**config.mk**
```make
export PLATFORM = sky130hd
export DESIGN_NAME = ssc_cell
export DESIGN_NICKNAME = d
export VERILOG_FILES = /design/src/hw/rtl/ssc_pkg.sv /design/src/hw/rtl/ssc_cell.sv
export SDC_FILE = /design/constraint.sdc
export NUM_CORES = 1
export LEC_CHECK = 0
export ABC_AREA = 0
export BUFFER_PORTS_ARGS = -buffer_cell sky130_fd_sc_hd__buf_2
export CORE_AREA = 2 2 345 347
export CTS_CLUSTER_DIAMETER = 50
export CTS_CLUSTER_SIZE = 40
export DETAILED_ROUTE_END_ITERATION = 8
export DIE_AREA = 0 0 347 349
export GPL_ROUTABILITY_DRIVEN = 0
export GPL_TIMING_DRIVEN = 0
export PLACE_DENSITY = 0.36
export RECOVER_POWER = 50
export SETUP_SLACK_MARGIN = 0.2
export SYNTH_ARGS = -nofsm -noshare
export SYNTH_HDL_FRONTEND = slang
export SYNTH_SLANG_ARGS = --single-unit
```
**constraint.sdc**
```tcl
create_clock -name clk -period 10.1 [get_ports clk]
set_input_delay 0.505 -clock clk [delete_from_list [all_inputs] [get_ports clk]]
set_output_delay 0.505 -clock clk [all_outputs]
set_load 0.03 [all_outputs]
```
**src/hw/rtl/ssc_pkg.sv**
```systemverilog
// types, codes and defaults for the sorted snapshot cache
package ssc_pkg;

  localparam int DEF_CAPACITY = 16;
  localparam logic [31:0] EXPIRY_RESET = 32'd3600;

  localparam logic [1:0] KIND_ADD    = 2'd0;
  localparam logic [1:0] KIND_LOOKUP = 2'd1;
  localparam logic [1:0] KIND_REORG  = 2'd2;

  localparam logic [2:0] ST_STORED  = 3'd0;
  localparam logic [2:0] ST_EXPIRED = 3'd1;
  localparam logic [2:0] ST_FULL    = 3'd2;
  localparam logic [2:0] ST_FOUND   = 3'd3;
  localparam logic [2:0] ST_NONE    = 3'd4;

  typedef struct packed {
    logic [1:0]  kind;
    logic [63:0] key;
    logic [63:0] stamp;
    logic [31:0] handle;
  } in_t;

  typedef struct packed {
    logic [2:0]  status;
    logic [63:0] found_key;
    logic [63:0] found_stamp;
    logic [31:0] found_handle;
    logic [4:0]  entry_count;
  } out_t;

  typedef struct packed {
    logic [63:0] key;
    logic [63:0] stamp;
    logic [31:0] handle;
  } entry_t;

  // what one cell shows its neighbours
  typedef struct packed {
    entry_t ent;
    logic   valid;
    logic   ahead;
  } link_t;

  typedef enum logic [2:0] {
    OP_HOLD,
    OP_INSERT,
    OP_ROTATE,
    OP_SHIFT,
    OP_TRIM
  } cell_op_t;

  // broadcast from the sequencer to every cell
  typedef struct packed {
    cell_op_t    op;
    entry_t      ent;
    logic        exists;
    logic [63:0] thr;
  } cmd_t;

  // summary of the chain seen by the sequencer
  typedef struct packed {
    entry_t head;
    logic   head_valid;
    logic   any_match;
    logic   any_kill;
  } chain_t;

  typedef enum logic [2:0] {
    S_IDLE,
    S_EXEC,
    S_THR,
    S_TRIM,
    S_ROT,
    S_CUT,
    S_DONE
  } state_t;

endpackage

```
**src/hw/rtl/ssc_cell.sv**
```systemverilog
// one entry cell of the key-descending chain
module ssc_cell (
  input  logic           clk,
  input  logic           rst_n,
  input  ssc_pkg::cmd_t  cmd,
  input  ssc_pkg::link_t prev_link,
  input  ssc_pkg::link_t next_link,
  input  ssc_pkg::entry_t head_ent,
  output ssc_pkg::link_t link_o,
  output logic           match_o,
  output logic           kill_o
);

  ssc_pkg::entry_t ent_r, ent_nxt;
  logic            valid_r, valid_nxt;
  logic            ahead;

  assign ahead   = valid_r && (ent_r.key > cmd.ent.key);
  assign match_o = valid_r && (ent_r.key == cmd.ent.key);
  // lowest-key valid entry at or below the threshold
  assign kill_o  = valid_r && !next_link.valid && (ent_r.stamp <= cmd.thr);

  assign link_o.ent   = ent_r;
  assign link_o.valid = valid_r;
  assign link_o.ahead = ahead;

  always_comb begin
    ent_nxt   = ent_r;
    valid_nxt = valid_r;
    unique case (cmd.op)
      ssc_pkg::OP_HOLD: begin
      end
      ssc_pkg::OP_INSERT: begin
        if (cmd.exists) begin
          if (match_o) begin
            ent_nxt.stamp  = cmd.ent.stamp;
            ent_nxt.handle = cmd.ent.handle;
          end
        end else if (ahead) begin
          ent_nxt = ent_r;
        end else if (prev_link.ahead) begin
          ent_nxt   = cmd.ent;
          valid_nxt = 1'b1;
        end else begin
          ent_nxt   = prev_link.ent;
          valid_nxt = prev_link.valid;
        end
      end
      ssc_pkg::OP_ROTATE: begin
        // valid prefix turns by one, the tail refills from the head
        if (valid_r) begin
          ent_nxt = next_link.valid ? next_link.ent : head_ent;
        end
      end
      ssc_pkg::OP_SHIFT: begin
        ent_nxt   = next_link.ent;
        valid_nxt = next_link.valid;
      end
      ssc_pkg::OP_TRIM: begin
        if (kill_o) begin
          valid_nxt = 1'b0;
        end
      end
      default: begin
      end
    endcase
  end

  always_ff @(posedge clk) begin
    ent_r <= ent_nxt;
  end

  always_ff @(posedge clk) begin
    if (!rst_n) begin
      valid_r <= 1'b0;
    end else begin
      valid_r <= valid_nxt;
    end
  end

endmodule

```
**Yosys cells after proc, flatten, opt, wreduce, memory -nomap -nowiden**

Cells that the tools add are included.

- Add/sub/neg operators: 0
- $mul: 0
- Div/mod/pow operators: 0
- Order comparisons: 2
- Equality and inequality tests: 11
- Shift-type cells: 0
- Mux-type cells: 13
- Bitwise gates (word level): 0
- Reduce and logical (&&, ||, !) cells: 10

Operator list:

| operator | count |
|---|---|
| 160-bit 2-to-1 mux | 4 |
| 160-bit case mux with 3 select lines | 1 |
| 96-bit 2-to-1 mux | 2 |
| 64-bit equality test | 1 |
| 64-bit > comparator | 1 |
| 64-bit <= comparator | 1 |
| 64-bit 2-to-1 mux | 1 |
| 4-bit AND reduction | 3 |
| 2-bit inequality test (second input constant) | 4 |
| 3-bit by 2-bit equality test with 1-bit output (second input constant) | 2 |
| 3-bit inequality test (second input constant) | 2 |
| 3-bit nonzero test | 2 |
| 1-bit logical AND | 4 |
| 1-bit 2-to-1 mux | 4 |
| 3-bit by 1-bit equality test with 1-bit output (second input constant) | 1 |
| 3-bit equality test (second input constant) | 1 |
| 1-bit case mux with 3 select lines | 1 |
| 1-bit zero test | 1 |

- Register bits after elaboration: 161
- Bits in latches: 0
- Memory bits (writable): 0
- Bits in read-only memories: 0
- Output and inout port bits: 164
- Word-level logic and storage cells: 40
- Memories: 0

**Logic depth before layout (Yosys ltp)**

- Depth in word-level cells: 5
- Depth in mapped cells: 11
- Depth with buffers taken out: 11

**Least setup slack after synthesis**

Ideal clock, no wire load.

- Path type: flip-flop to flip-flop
- Start point: register ent_r, in the netlist link_o[99]
- End point: register ent_r, in the netlist link_o[10] (enable)
- Setup time: 0.670 ns
- Arrival time: 8.893 ns
- Data required time: 9.430 ns
- Setup slack: 0.537 ns
- Stages on the path, launching flop included: 11
- Period minus slack after synthesis: 9.563 ns
- Cells stage by stage: edfxtp_1 ha_1 nor2b_1 o211ai_1 a2111oi_0 or4b_1 a2111oi_1 a21oi_2 o21ai_2 a21oi_1 nor3_1

- Word-level cells in the longest chain between the ends: 4
- Elaborated cells between the ends (all ways): 7

Ends and longest elaborated chain:

| what | RTL line | RTL |
|---|---|---|
| from (decl) | ssc_cell.sv:14 | `ssc_pkg::entry_t ent_r, ent_nxt;` |
| from (signal assigned) | ssc_cell.sv:70 | `ent_r <= ent_nxt;` |
| 64-bit > comparator | ssc_cell.sv:18 | `assign ahead = valid_r && (ent_r.key > cmd.ent.key);` |
| 1-bit logical AND | ssc_cell.sv:18 |  |
| net ahead | ssc_cell.sv:16 | `logic ahead;` |
| 3-bit inequality test (no line) | -- |  |
| 4-bit AND reduction (no line) | -- |  |

The timed path passes the listed nets, and every way through them passes these cells.
A chain may end at the register's enable or synchronous reset.

**Worst setup path after layout**

- Start point: register ent_r, in the netlist link_o[97]
- End point: output port kill_o

- Word-level cells in the longest chain between the ends: 2

Ends and longest elaborated chain:

| what | RTL line | RTL |
|---|---|---|
| 64-bit <= comparator | ssc_cell.sv:21 | `assign kill_o = valid_r && !next_link.valid && (ent_r.stamp <= cmd.thr);` |
| 1-bit logical AND | ssc_cell.sv:21 |  |
| to (decl) | ssc_cell.sv:11 | `output logic kill_o` |

No other way between the ends.

==> results.txt <==
The flow ran to the end, and the final reports show no timing, DRC or antenna violations. After synthesis the netlist holds a flip-flop and latch count of 161. Each instance of the synthesized netlist takes up on average 9.55 sq um.

The clock transition time at the flip-flop clock pins of the worst setup and hold paths is 0.08 ns. The floorplan has 126 rows. The leading cell type in the layout, fill and taps excluded is buf_2. The number of synthesis warnings came out at 0.

After the first detailed-routing iteration, the DRC count stood at between 600 and 700. The number of global-route vias before repair came out at 15069. The total CTS buffers is 17. The clock net in this run drives a total of 161 sinks. The initial cell density of the core came out at 11.2%. Setup slack on the critical path of the routed design comes to 4.76 ns. The net count after synthesis came out at 2221. The met1 usage in global routing is 15.4%. The area growth from synthesis to layout came out at 52.7%.

The power per cell area is 110 nW/um^2. The count of mapped cells out of synthesis came out at around 1400. After legalization and detailed placement, the total HPWL measured 74000 microns.

The hold-fix buffer count after cts is 0. After routing the design area is 20100 sq um. The total vias in the final route is 14229. The leakage power came out at 8.71 nW.

The number of antenna violations at the first check in global routing came to 25. The peak supply drop is 0.133 mV. The main flop type after synthesis is edfxtp_1. The final net count is ~3100. The total standard cell area after synthesis is roughly 13000 sq um. The number of maximum-capacitance violations came out at 0.

The post-cts sizing count came out at 0. Summed over all instances, the cell type with the most area after synthesis is edfxtp_1. The overall power after layout is 2.21 mW. TritonCTS built the clock tree.

The critical path data required time is between 9 and 10 ns. The count of boundary I/O pins is 878. The global-route usage over all layers is between 10% and 20%. After detailed placement, the design holds a cell count of 3811. The final number of max-transition violations is 0.

The die extent in x is around 350 microns. The combined area of the multi-input logic cells came out at 7500 sq um. The met2 routing resource usage after global routing is 24.5%. The final setup violation count is 0. The post-placement setup slack is 4.36 ns.

STA classifies the critical path endpoint as a primary output. The die area came out at 121000 sq um. Data arrives at the worst endpoint at 4.83 ns.

The area share of the largest cell type after synthesis is 36.5%. The final critical-path share of the clock period is about 53%. Across the whole layout, storage elements account for slightly below 5000 sq um. The largest driver fanout on the critical path came out at 2.

The final hold violation count came out at 0. STA classifies the critical path startpoint as a flip-flop. In this run the post-CTS setup repair buffer count came out at 0. The number of distinct standard cells referenced by the synthesized netlist is between 40 and 50. The number of buffers added on ports is ~900.

The library cell used as clock root buffer is clkbuf_16. In the routed layout, each cell is associated on average with a via count of 3.70. The standard cell core area is 117000 sq um. The final non-filler cell total came out at roughly 3800. Setup repair after global routing left no endpoint under its margin. Leaving out fill and tap cells, the most frequent cells in the layout are 714 x buf_2, 241 x clkbuf_1, 217 x a21oi_1. The placement-stage cell area came out at 19800 sq um.

The time the final worst path needs with I/O delays and setup is 5.34 ns. The first global-routing pass estimated 113000 microns of wire. The height of the die is between 300 and 400 microns.

The relative slew slack came out at 4.81%. For this run, global-route usage on met3 was measured as 3.93%. Entering global routing, the biggest net connects 17 pins.

The antenna violation net count after detailed routing came out at 0. The final routed DRC violation total came out at 0. The number of levels in the clock H-tree came out at 4. Clock skew on the completed layout was measured at 0.0147 ns. The number of enable flip-flop cells after synthesis is 160.

The sequential share of the synthesized area is 36.6%. After detailed routing, the average wire length per cell comes to 22.2 microns. After global routing the overflow that remains totals 0. After synthesis, the cell types taking the most area are edfxtp_1 36%, mux2i_1 12%, ha_1 12%, a211oi_1 9.4%, a21oi_1 8.2%. Of the cells placed in the final design, the portion with a size suffix greater than 1 is 33.7%.

In the synthesized netlist the async set-or-reset flop fraction comes to 0%. The worst-skew pair later-pin latency is approximately 0.5 ns. The actual transition at the worst max-transition pin is between 1 and 1.5 ns. The fill cell instance count of the final layout is 13484. The maximum number of buffers from clock root to sink came out at 2. The layer carrying the most global-route usage is met2. The detailed-route wire length came out at 85400 microns. The fmax is 187 MHz.

The worst hold path belongs to the class input port to flip-flop. The first-pass detailed-route iteration total is 5. The worst setup path is of the flip-flop to primary output kind.
stage by stage:
stage          hold WS [ns]  TNS [ns]  util [%]
2_1_floorplan         0.498         0         -
3_3_place_gp          0.586   -862.78      16.6
3_5_place_dp          0.598         0      16.8
4_1_cts               0.223         0      17.3
5_1_grt               0.249         0      17.1
6_report              0.285         0      17.1
cell families after synthesis:
family | Yosys count | share of synthesized area (%)
mux | 161 | 12.2
compound gates | 428 | 20.1
buf+inv | 223 | 6.50
fa+ha+maj | 128 | 12.2
simple gates | 278 | 12.4
flops | 161 | 36.6
layer usage:
layer | wire, microns | up-vias
met1 | 34400 | 6637
met4 | 2020 | 22
li1 | - | 6959
met3 | 5260 | 87
met2 | 43600 | 524
met5 | 143 | -
cells in the mapped netlist, types with 3 or more instances:
library cell and count:
a21oi_1 217, a211oi_1 165, nor2b_1 163, mux2i_1 161
edfxtp_1 160, inv_1 132, ha_1 128, clkbuf_1 79
nand2_1 35, nand4_1 22, nor2_1 15, nand3_1 14
o21ai_0 12, a21o_1 9, buf_1 8, nand2b_1 6
o211ai_1 6, o21ai_1 5, nor3_1 4, nor4_1 4
a221oi_1 3, or4_1 3
sequential cells by signal, summed over array words and instances, names as in the netlist:
register and count:
valid_r 1, link_o 160
area by class of cell:
class	instances	area share, %
Clock buffer	17	2.11
Multi-Input combinational cell	995	37.3
Tap cell	1536	9.55
Buffer	91	1.76
Sequential cell	161	24.0
Antenna cell	5	0.0622
Inverter	132	2.46
Timing Repair Buffer	896	22.0
Clock inverter	15	0.728
where the power goes:
| part | switching, mW | internal [mW] |
|---|---|---|
| clock network | 0.356 | 0.347 |
| registers | 0.0249 | 0.793 |
| logic | 0.421 | 0.263 |
critical path: stages (launching register included):
cell	delay (ns)
edfxtp_1	0.52
ha_1	0.35
nand4_1	0.24
nor4_2	0.62
nand3_1	0.33
or4_1	0.71
o2111ai_1	1.08
a21oi_1	0.19
buf_2	0.27
path summary, 6_finish.rpt:
| path | from | endpoint | slack [ns] | cells after the start |
|---|---|---|---|---|
| setup / recovery | link_o[97] | kill_o | 4.76 | 8 |
| hold reg to reg | valid_r | valid_r | 0.60 | 2 |
| setup reg to reg | link_o[133] | link_o[61] | 4.80 | 21 |
| hold / removal | rst_n | valid_r | 0.29 | 3 |
(Power assumes the default switching activity.)
