### src/hw/rtl/ssc_pkg.sv
// types, codes and defaults for the sorted snapshot cache
package ssc_pkg;

  localparam int DEF_CAPACITY = 16;
  localparam logic [31:0] EXPIRY_RESET = 32'd3600;

  localparam logic [1:0] KIND_ADD    = 2'd0;
  localparam logic [1:0] KIND_LOOKUP = 2'd1;
  localparam logic [1:0] KIND_REORG  = 2'd2;

  localparam logic [2:0] ST_STORED  = 3'd0;
  localparam logic [2:0] ST_EXPIRED = 3'd1;
  localparam logic [2:0] ST_FULL    = 3'd2;
  localparam logic [2:0] ST_FOUND   = 3'd3;
  localparam logic [2:0] ST_NONE    = 3'd4;

  typedef struct packed {
    logic [1:0]  kind;
    logic [63:0] key;
    logic [63:0] stamp;
    logic [31:0] handle;
  } in_t;

  typedef struct packed {
    logic [2:0]  status;
    logic [63:0] found_key;
    logic [63:0] found_stamp;
    logic [31:0] found_handle;
    logic [4:0]  entry_count;
  } out_t;

  typedef struct packed {
    logic [63:0] key;
    logic [63:0] stamp;
    logic [31:0] handle;
  } entry_t;

  // what one cell shows its neighbours
  typedef struct packed {
    entry_t ent;
    logic   valid;
    logic   ahead;
  } link_t;

  typedef enum logic [2:0] {
    OP_HOLD,
    OP_INSERT,
    OP_ROTATE,
    OP_SHIFT,
    OP_TRIM
  } cell_op_t;

  // broadcast from the sequencer to every cell
  typedef struct packed {
    cell_op_t    op;
    entry_t      ent;
    logic        exists;
    logic [63:0] thr;
  } cmd_t;

  // summary of the chain seen by the sequencer
  typedef struct packed {
    entry_t head;
    logic   head_valid;
    logic   any_match;
    logic   any_kill;
  } chain_t;

  typedef enum logic [2:0] {
    S_IDLE,
    S_EXEC,
    S_THR,
    S_TRIM,
    S_ROT,
    S_CUT,
    S_DONE
  } state_t;

endpackage

### src/hw/rtl/ssc_ctrl.sv
// sequencer: handshakes, expiry register, count and cell commands
module ssc_ctrl #(
  parameter int CAPACITY = ssc_pkg::DEF_CAPACITY
) (
  input  logic            clk,
  input  logic            rst_n,
  input  logic            in_valid,
  output logic            in_stall,
  input  ssc_pkg::in_t    in_data,
  output logic            out_valid,
  input  logic            out_stall,
  output ssc_pkg::out_t   out_data,
  input  logic            cfg_we,
  input  logic [31:0]     cfg_wdata,
  input  ssc_pkg::chain_t chain,
  output ssc_pkg::cmd_t   cmd
);

  localparam int CW = $clog2(CAPACITY + 1);

  ssc_pkg::state_t state_r, state_nxt;
  ssc_pkg::in_t    op_r, op_nxt;
  ssc_pkg::out_t   res_r, res_nxt;
  ssc_pkg::out_t   out_r, out_nxt;
  logic            out_valid_r, out_valid_nxt;
  logic [CW-1:0]   count_r, count_nxt;
  logic [CW-1:0]   rot_cnt_r, rot_cnt_nxt;
  logic [31:0]     exp_r;
  logic [63:0]     thr_r, thr_cmb;
  logic            full;
  logic            found;

  // threshold from the highest-key entry, saturating at zero
  always_comb begin
    thr_cmb = 64'd0;
    if (chain.head_valid && (chain.head.stamp > 64'(exp_r))) begin
      thr_cmb = chain.head.stamp - 64'(exp_r);
    end
  end

  assign full      = (count_r == CW'(CAPACITY));
  assign found     = (res_r.status == ssc_pkg::ST_FOUND);
  assign in_stall  = (state_r != ssc_pkg::S_IDLE);
  assign out_valid = out_valid_r;
  assign out_data  = out_r;

  always_comb begin
    state_nxt     = state_r;
    op_nxt        = op_r;
    res_nxt       = res_r;
    out_nxt       = out_r;
    out_valid_nxt = out_valid_r && out_stall;
    count_nxt     = count_r;
    rot_cnt_nxt   = rot_cnt_r;
    cmd.op        = ssc_pkg::OP_HOLD;
    cmd.ent.key   = op_r.key;
    cmd.ent.stamp = op_r.stamp;
    cmd.ent.handle = op_r.handle;
    cmd.exists    = chain.any_match;
    cmd.thr       = thr_r;
    unique case (state_r)
      ssc_pkg::S_IDLE: begin
        if (in_valid) begin
          op_nxt  = in_data;
          res_nxt = '0;
          res_nxt.status = ssc_pkg::ST_NONE;
          state_nxt = ssc_pkg::S_EXEC;
        end
      end
      ssc_pkg::S_EXEC: begin
        unique case (op_r.kind)
          ssc_pkg::KIND_ADD: begin
            if (op_r.stamp <= thr_r) begin
              res_nxt.status = ssc_pkg::ST_EXPIRED;
              state_nxt      = ssc_pkg::S_DONE;
            end else if (!chain.any_match && full) begin
              res_nxt.status = ssc_pkg::ST_FULL;
              state_nxt      = ssc_pkg::S_DONE;
            end else begin
              cmd.op         = ssc_pkg::OP_INSERT;
              res_nxt.status = ssc_pkg::ST_STORED;
              if (!chain.any_match) begin
                count_nxt = count_r + CW'(1);
              end
              state_nxt = ssc_pkg::S_THR;
            end
          end
          ssc_pkg::KIND_LOOKUP: begin
            rot_cnt_nxt = '0;
            state_nxt   = (count_r == '0) ? ssc_pkg::S_DONE : ssc_pkg::S_ROT;
          end
          ssc_pkg::KIND_REORG: begin
            state_nxt = ssc_pkg::S_CUT;
          end
          default: begin
            state_nxt = ssc_pkg::S_DONE;
          end
        endcase
      end
      ssc_pkg::S_THR: begin
        // thr_r picks up the new head stamp on this edge
        state_nxt = ssc_pkg::S_TRIM;
      end
      ssc_pkg::S_TRIM: begin
        if (chain.any_kill) begin
          cmd.op    = ssc_pkg::OP_TRIM;
          count_nxt = count_r - CW'(1);
        end else begin
          state_nxt = ssc_pkg::S_DONE;
        end
      end
      ssc_pkg::S_ROT: begin
        cmd.op = ssc_pkg::OP_ROTATE;
        // keys pass the head in descending order, so the first hit is the floor
        if (!found && chain.head_valid && (chain.head.key <= op_r.key)) begin
          res_nxt.status       = ssc_pkg::ST_FOUND;
          res_nxt.found_key    = chain.head.key;
          res_nxt.found_stamp  = chain.head.stamp;
          res_nxt.found_handle = chain.head.handle;
        end
        rot_cnt_nxt = rot_cnt_r + CW'(1);
        if (rot_cnt_r == count_r - CW'(1)) begin
          state_nxt = ssc_pkg::S_DONE;
        end
      end
      ssc_pkg::S_CUT: begin
        if (chain.head_valid && (chain.head.key >= op_r.key)) begin
          cmd.op    = ssc_pkg::OP_SHIFT;
          count_nxt = count_r - CW'(1);
        end else begin
          state_nxt = ssc_pkg::S_DONE;
        end
      end
      ssc_pkg::S_DONE: begin
        if (!out_valid_r || !out_stall) begin
          out_nxt             = res_r;
          out_nxt.entry_count = 5'(count_r);
          out_valid_nxt       = 1'b1;
          state_nxt           = ssc_pkg::S_IDLE;
        end
      end
      default: begin
        state_nxt = ssc_pkg::S_IDLE;
      end
    endcase
  end

  always_ff @(posedge clk) begin
    op_r      <= op_nxt;
    res_r     <= res_nxt;
    out_r     <= out_nxt;
    rot_cnt_r <= rot_cnt_nxt;
    // frozen while trimming so the threshold is taken once per add
    if (state_r != ssc_pkg::S_TRIM) begin
      thr_r <= thr_cmb;
    end
  end

  always_ff @(posedge clk) begin
    if (!rst_n) begin
      state_r     <= ssc_pkg::S_IDLE;
      out_valid_r <= 1'b0;
      count_r     <= '0;
      exp_r       <= ssc_pkg::EXPIRY_RESET;
    end else begin
      state_r     <= state_nxt;
      out_valid_r <= out_valid_nxt;
      count_r     <= count_nxt;
      if (cfg_we) begin
        exp_r <= cfg_wdata;
      end
    end
  end

endmodule

### config.mk
export PLATFORM = sky130hd
export DESIGN_NAME = ssc_ctrl
export DESIGN_NICKNAME = d
export VERILOG_FILES = /design/src/hw/rtl/ssc_pkg.sv /design/src/hw/rtl/ssc_ctrl.sv
export SDC_FILE = /design/constraint.sdc
export NUM_CORES = 1
export LEC_CHECK = 0
export BUFFER_PORTS_ARGS = -buffer_cell sky130_fd_sc_hd__buf_2
export CELL_PAD_IN_SITES_DETAIL_PLACEMENT = 1
export CELL_PAD_IN_SITES_GLOBAL_PLACEMENT = 1
export CORE_AREA = 2 2 298 300
export DETAILED_ROUTE_END_ITERATION = 6
export DIE_AREA = 0 0 300 302
export PLACE_DENSITY_LB_ADDON = 0.1
export SETUP_SLACK_MARGIN = 0.2
export SLEW_MARGIN = 20
export SYNTH_ARGS = -nofsm -noshare
export SYNTH_HDL_FRONTEND = slang
export SYNTH_SLANG_ARGS = --single-unit
### constraint.sdc
create_clock -name clk -period 24.4 [get_ports clk]
set_input_delay 3.66 -clock clk [delete_from_list [all_inputs] [get_ports clk]]
set_output_delay 3.66 -clock clk [all_outputs]
set_load 0.01 [all_outputs]
Word-level counts from Yosys, hierarchy flattened --
Index checks and enable logic that the tools add are counted.
Cells by class: reduce and logical (&&, ||, !) cells 26, bitwise gates (word level) 0, eq/ne operators 25, mux-type cells 34, shift-type cells 0, add/sub/neg operators 4, multiply operators 0, order comparisons 4, div/mod/pow operators 0
Operators by type and width (count):
- $pmux W160 S2 | 1
- $mux W168 | 1
- $mux W163 | 1
- $le A64 B64 Y1 | 2
- $ge A64 B64 Y1 | 1
- $gt A64 B32 Y1 | 1
- $sub A64 B32 Y64 | 1
- $mux W5 | 7
- $mux W3 | 9
- $ne A2 B2 Y1 const B | 11
- $pmux W3 S7 | 1
- $pmux W3 S3 | 2
- $pmux W5 S3 | 1
- $pmux W3 S4 | 1
- $add A5 B1 Y5 const B | 2
- $pmux W5 S2 | 1
- $eq A3 B2 Y1 const B | 3
- $eq A3 B3 Y1 const B | 3
- $reduce_bool A3 Y1 | 3
- $mux W2 | 4
- $reduce_and A7 Y1 | 1
- $logic_and A1 B1 Y1 | 6
- $reduce_and A2 Y1 | 3
- $eq A5 B5 Y1 | 1
- 17 further kinds | 26
Storage, ports and cells: bits in latches 0, memories kept 0, bits of input ports 362, bits in read-only memories 0, memory bits (writable) 0, register bits after elaboration 603

Depth between registers and ports, before layout --
depth after elaboration 6, gate-level depth with buffers 13, mapped depth without buffers 12

Least setup slack after synthesis --
Ideal clock, no wire load.
kind in2reg, from in chain[100] (netlist name), to reg res_r[100] (netlist name), enable pin, library setup time 0.682 ns, slack 11.630 ns, arrival 12.088 ns, data required time 23.718 ns, stages 10, path through ha_1 -> nor2b_1 -> o211ai_1 -> a2111oi_0 -> or4b_2 -> a41oi_1 -> nand2_1 -> a21oi_1 -> o31ai_1 -> nor2_1
Between the ends: longest elaborated chain between the ends 4
RTL lines:
- from (decl) | RTL line ssc_ctrl.sv:15 | input ssc_pkg::chain_t chain,
- $le A64 B64 Y1 | RTL line ssc_ctrl.sv:115 | if (!found && chain.head_valid && (chain.head.key <= op_r.key)) begin
- $logic_and A1 B1 Y1 | RTL line ssc_ctrl.sv:115
- $ne A2 B2 Y1 (no line)
- $reduce_and A3 Y1 (no line)
- to (signal assigned) | RTL line ssc_ctrl.sv:150 | res_r <= res_nxt;
- to (decl) | RTL line ssc_ctrl.sv:23 | ssc_pkg::out_t res_r, res_nxt;
Every way passes these cells. A chain may end at the register's enable or synchronous reset.

==> summary.md <==
| Metric | Value |
|---|---|
| EDFF count, synth | about 560 |
| TritonCTS Buffers | 74 |
| Yosys top cell by area | edfxtp_1 |
| Syn_nets | 2595 |
| Via density | ~4.6 |
| Drc violations | 0 |
| Initial Utilization | 0.312 |
| Num ports | 760 |
| Setup tns final | 0 ns |
| Status | finished clean |
| Hold Fails Final Rpt | 0 |
| Starting DRT DRC Count | a little under 900 |
| Setup Skew | approximately 0.026 ns |
| Startpoint Class | input port |
| Vias in the first global route | a little under 20k |
| GRT overflow | 0 |
| Peak VDD IR | 0.0529 mV |
| CTS sink count | between 600 and 700 |
| Post-CTS setup buffers | 0 |
| PortBufs | around 760 |
| Crit path max fanout | 4 |
| Endpoint class of the critical path | primary output |
| Clk slew on worst S/H paths | 0.05 ns |
| R2R cell count | 13 |
| Placed Instance Area | 31400 um^2 |
| Worst min path class | reg2reg |
| Synth area leaders | edfxtp_1 62%, ha_1 7.6%, buf_4 4.4%, and2_1 3.7%, dfxtp_1 3.0% |
| # setup viols final | 0 |
| Post-synthesis register bit count | 603 |
| Tot GR Track Use | 0.194 |
| First-pass GRT wire length | around 130 mm |
| Hold buffer count at cts | 0 |
| Clock tree root driver cell | clkbuf_16 |
| Max Transition Viols Final | 0 |
| Synth cell count leaders | 562 x edfxtp_1, 185 x inv_1, 167 x ha_1 |
| Worst hold slack | between 0.4 and 0.5 ns |
| Drt total wl | ~90 mm |
| Skew-Pair Late Insertion Delay | approximately 0.64 ns |
| PnR Total Power | between 3 and 4 mW |
| Minimum clock period | between 9 and 10 ns |
| Clock tree buffer depth | 3 |
| Final Cell Area | 33800 um^2 |
| GPL Wtd Cong | 0.841 |
| WP data arrival | around 6.3 ns |
| Most used DFF post-synth | edfxtp_1 |
| Number of routed nets with antenna violations | 0 |
| Layout cells sized above 1 | 0.326 |
| Hold depth | 0 |
| Pwr Density | roughly 100 nW/um^2 |
| Critical path class | in2out |
| DR WL/cell | around 23 um |
| Mean Syn Cell Area | around 13 um^2 |
| Fin crit share | 0.407 |
| Synth warnings | 0 |
| RSZ-0062 raised after global routing | no |
| Post-CTS Resized | 0 |
| Initial antenna violation count | 15 |
| Total die area | 90600 um^2 |
| Die width | 300 um |
| Distinct cell type count after synthesis | 69 |
| Worst Max-Slew Pin Slew | 1.00 ns |
| Static Leak | around 14 nW |
| Most frequent cell after synthesis | edfxtp_1 |
| Nets | between 3k and 4k |
| Die Span Y | around 300 um |
| Htree depth | 3 |
| Asr flop ratio synth | 0 |
| Initial DRT Pass Iterations | 5 |
| Via count | ~18k |
| Synth top area share | 0.617 |
| Max Cap Viol | 0 |
| Post-Syn Area | between 20000 and 30000 um^2 |
| Seq/Total Area, Yosys | 0.647 |
| Largest net degree at the start of global routing | 141 |
| Fmax | approximately 100 MHz |
| CTS tree | built |
| Site Rows | 109 |
| Slew headroom | 0.334 |
| CORE AREA | 87600 um^2 |
| CP required | between 20 and 25 ns |
| P&R area growth vs syn | 23.4% |
| Post-Syn Instances | roughly 2.1k |
| Hpwl dp | 70.1 mm |
critical path, cell delays in order:
cell and delay, ns:
buf_2 0.11, ha_1 0.32, nand4_1 0.18, nor4_1 0.84, nand4_1 0.22, nand2_1 0.12, nor3_1 0.05, a21oi_1 0.36
nand2_1 0.13, nand2_1 0.11, buf_2 0.17
report_power, final:
group          internal [mW]  total [mW]  switching [mW]
combinational          0.263       0.809           0.545
sequential              1.54        1.66           0.120
clock                  0.622        1.07           0.450
per-layer routing:
metal	up-vias	track usage	part of all wire	wire (um)
met4	10	0.0600	0.026	2380
met5	-	0	0.00073	66
met3	130	0.0520	0.061	5440
met1	8959	0.225	0.40	35700
met2	517	0.347	0.51	46300
li1	8523	-	-	-
kinds of logic (layout without fill, tap and decap cells):
logic type,Yosys count,count (layout),share of synthesized area
DFF,603,603,0.647
adders and majority gates,168,168,0.0771
xor gates and xnor gates,68,68,0.0218
and+or+nand+nor,545,545,0.108
AOI/OAI and AO/OA,255,255,0.0589
muxes,30,30,0.0110
buffers and inverters,396,1095,0.0768
other,0,8,0
metrics by stage:
stage               std cells   util  setup slack (ns)
floorplan                2065      -             11.63
global placement         3791  0.358             14.22
detailed placement       3791  0.358             14.16
CTS                      3928  0.385             14.14
global route             3934  0.386             14.11
finish                   3937  0.386             14.47
final timing paths:
path / from / endpoint / slack [ns]
worst max-delay path: chain[113] / cmd[226] / 14.47
worst min-delay path: res_r[143] / out_data[143] / 0.40
worst max register to register: cmd[175] / res_r[73] / 19.69
worst min register to register: res_r[143] / out_data[143] / 0.40
flip-flops by register name, indices dropped and copies added, names as in the netlist:
register and flops:
out_valid 1, out_data 168, exp_r 32, cmd 160, rot_cnt_r 5, op_r 2, res_r 163, thr_r 64
count_r 5, state_r 3
layout make-up:
cell class	count	area, um^2
multi-input combinational	1066	7630
sequential	603	17700
timing repair buffer	773	3910
antenna	8	20.0
clock buffer	94	1940
tap	1165	1460
fill	9529	53800
inverter	185	694
clock inverter	43	415
cell usage in the layout, fill, tap and decap left out, types with 41 or more instances in the layout:
cell and count:
edfxtp_1 562, a21oi_1 97, clkbuf_16 74, nand2_1 80, o21ai_0 41, dfxtp_1 41, inv_1 185, ha_1 167
and2_1 160, buf_2 759, nor2_1 102, xnor2_1 50
No activity file was read; power rests on OpenSTA's default activity.
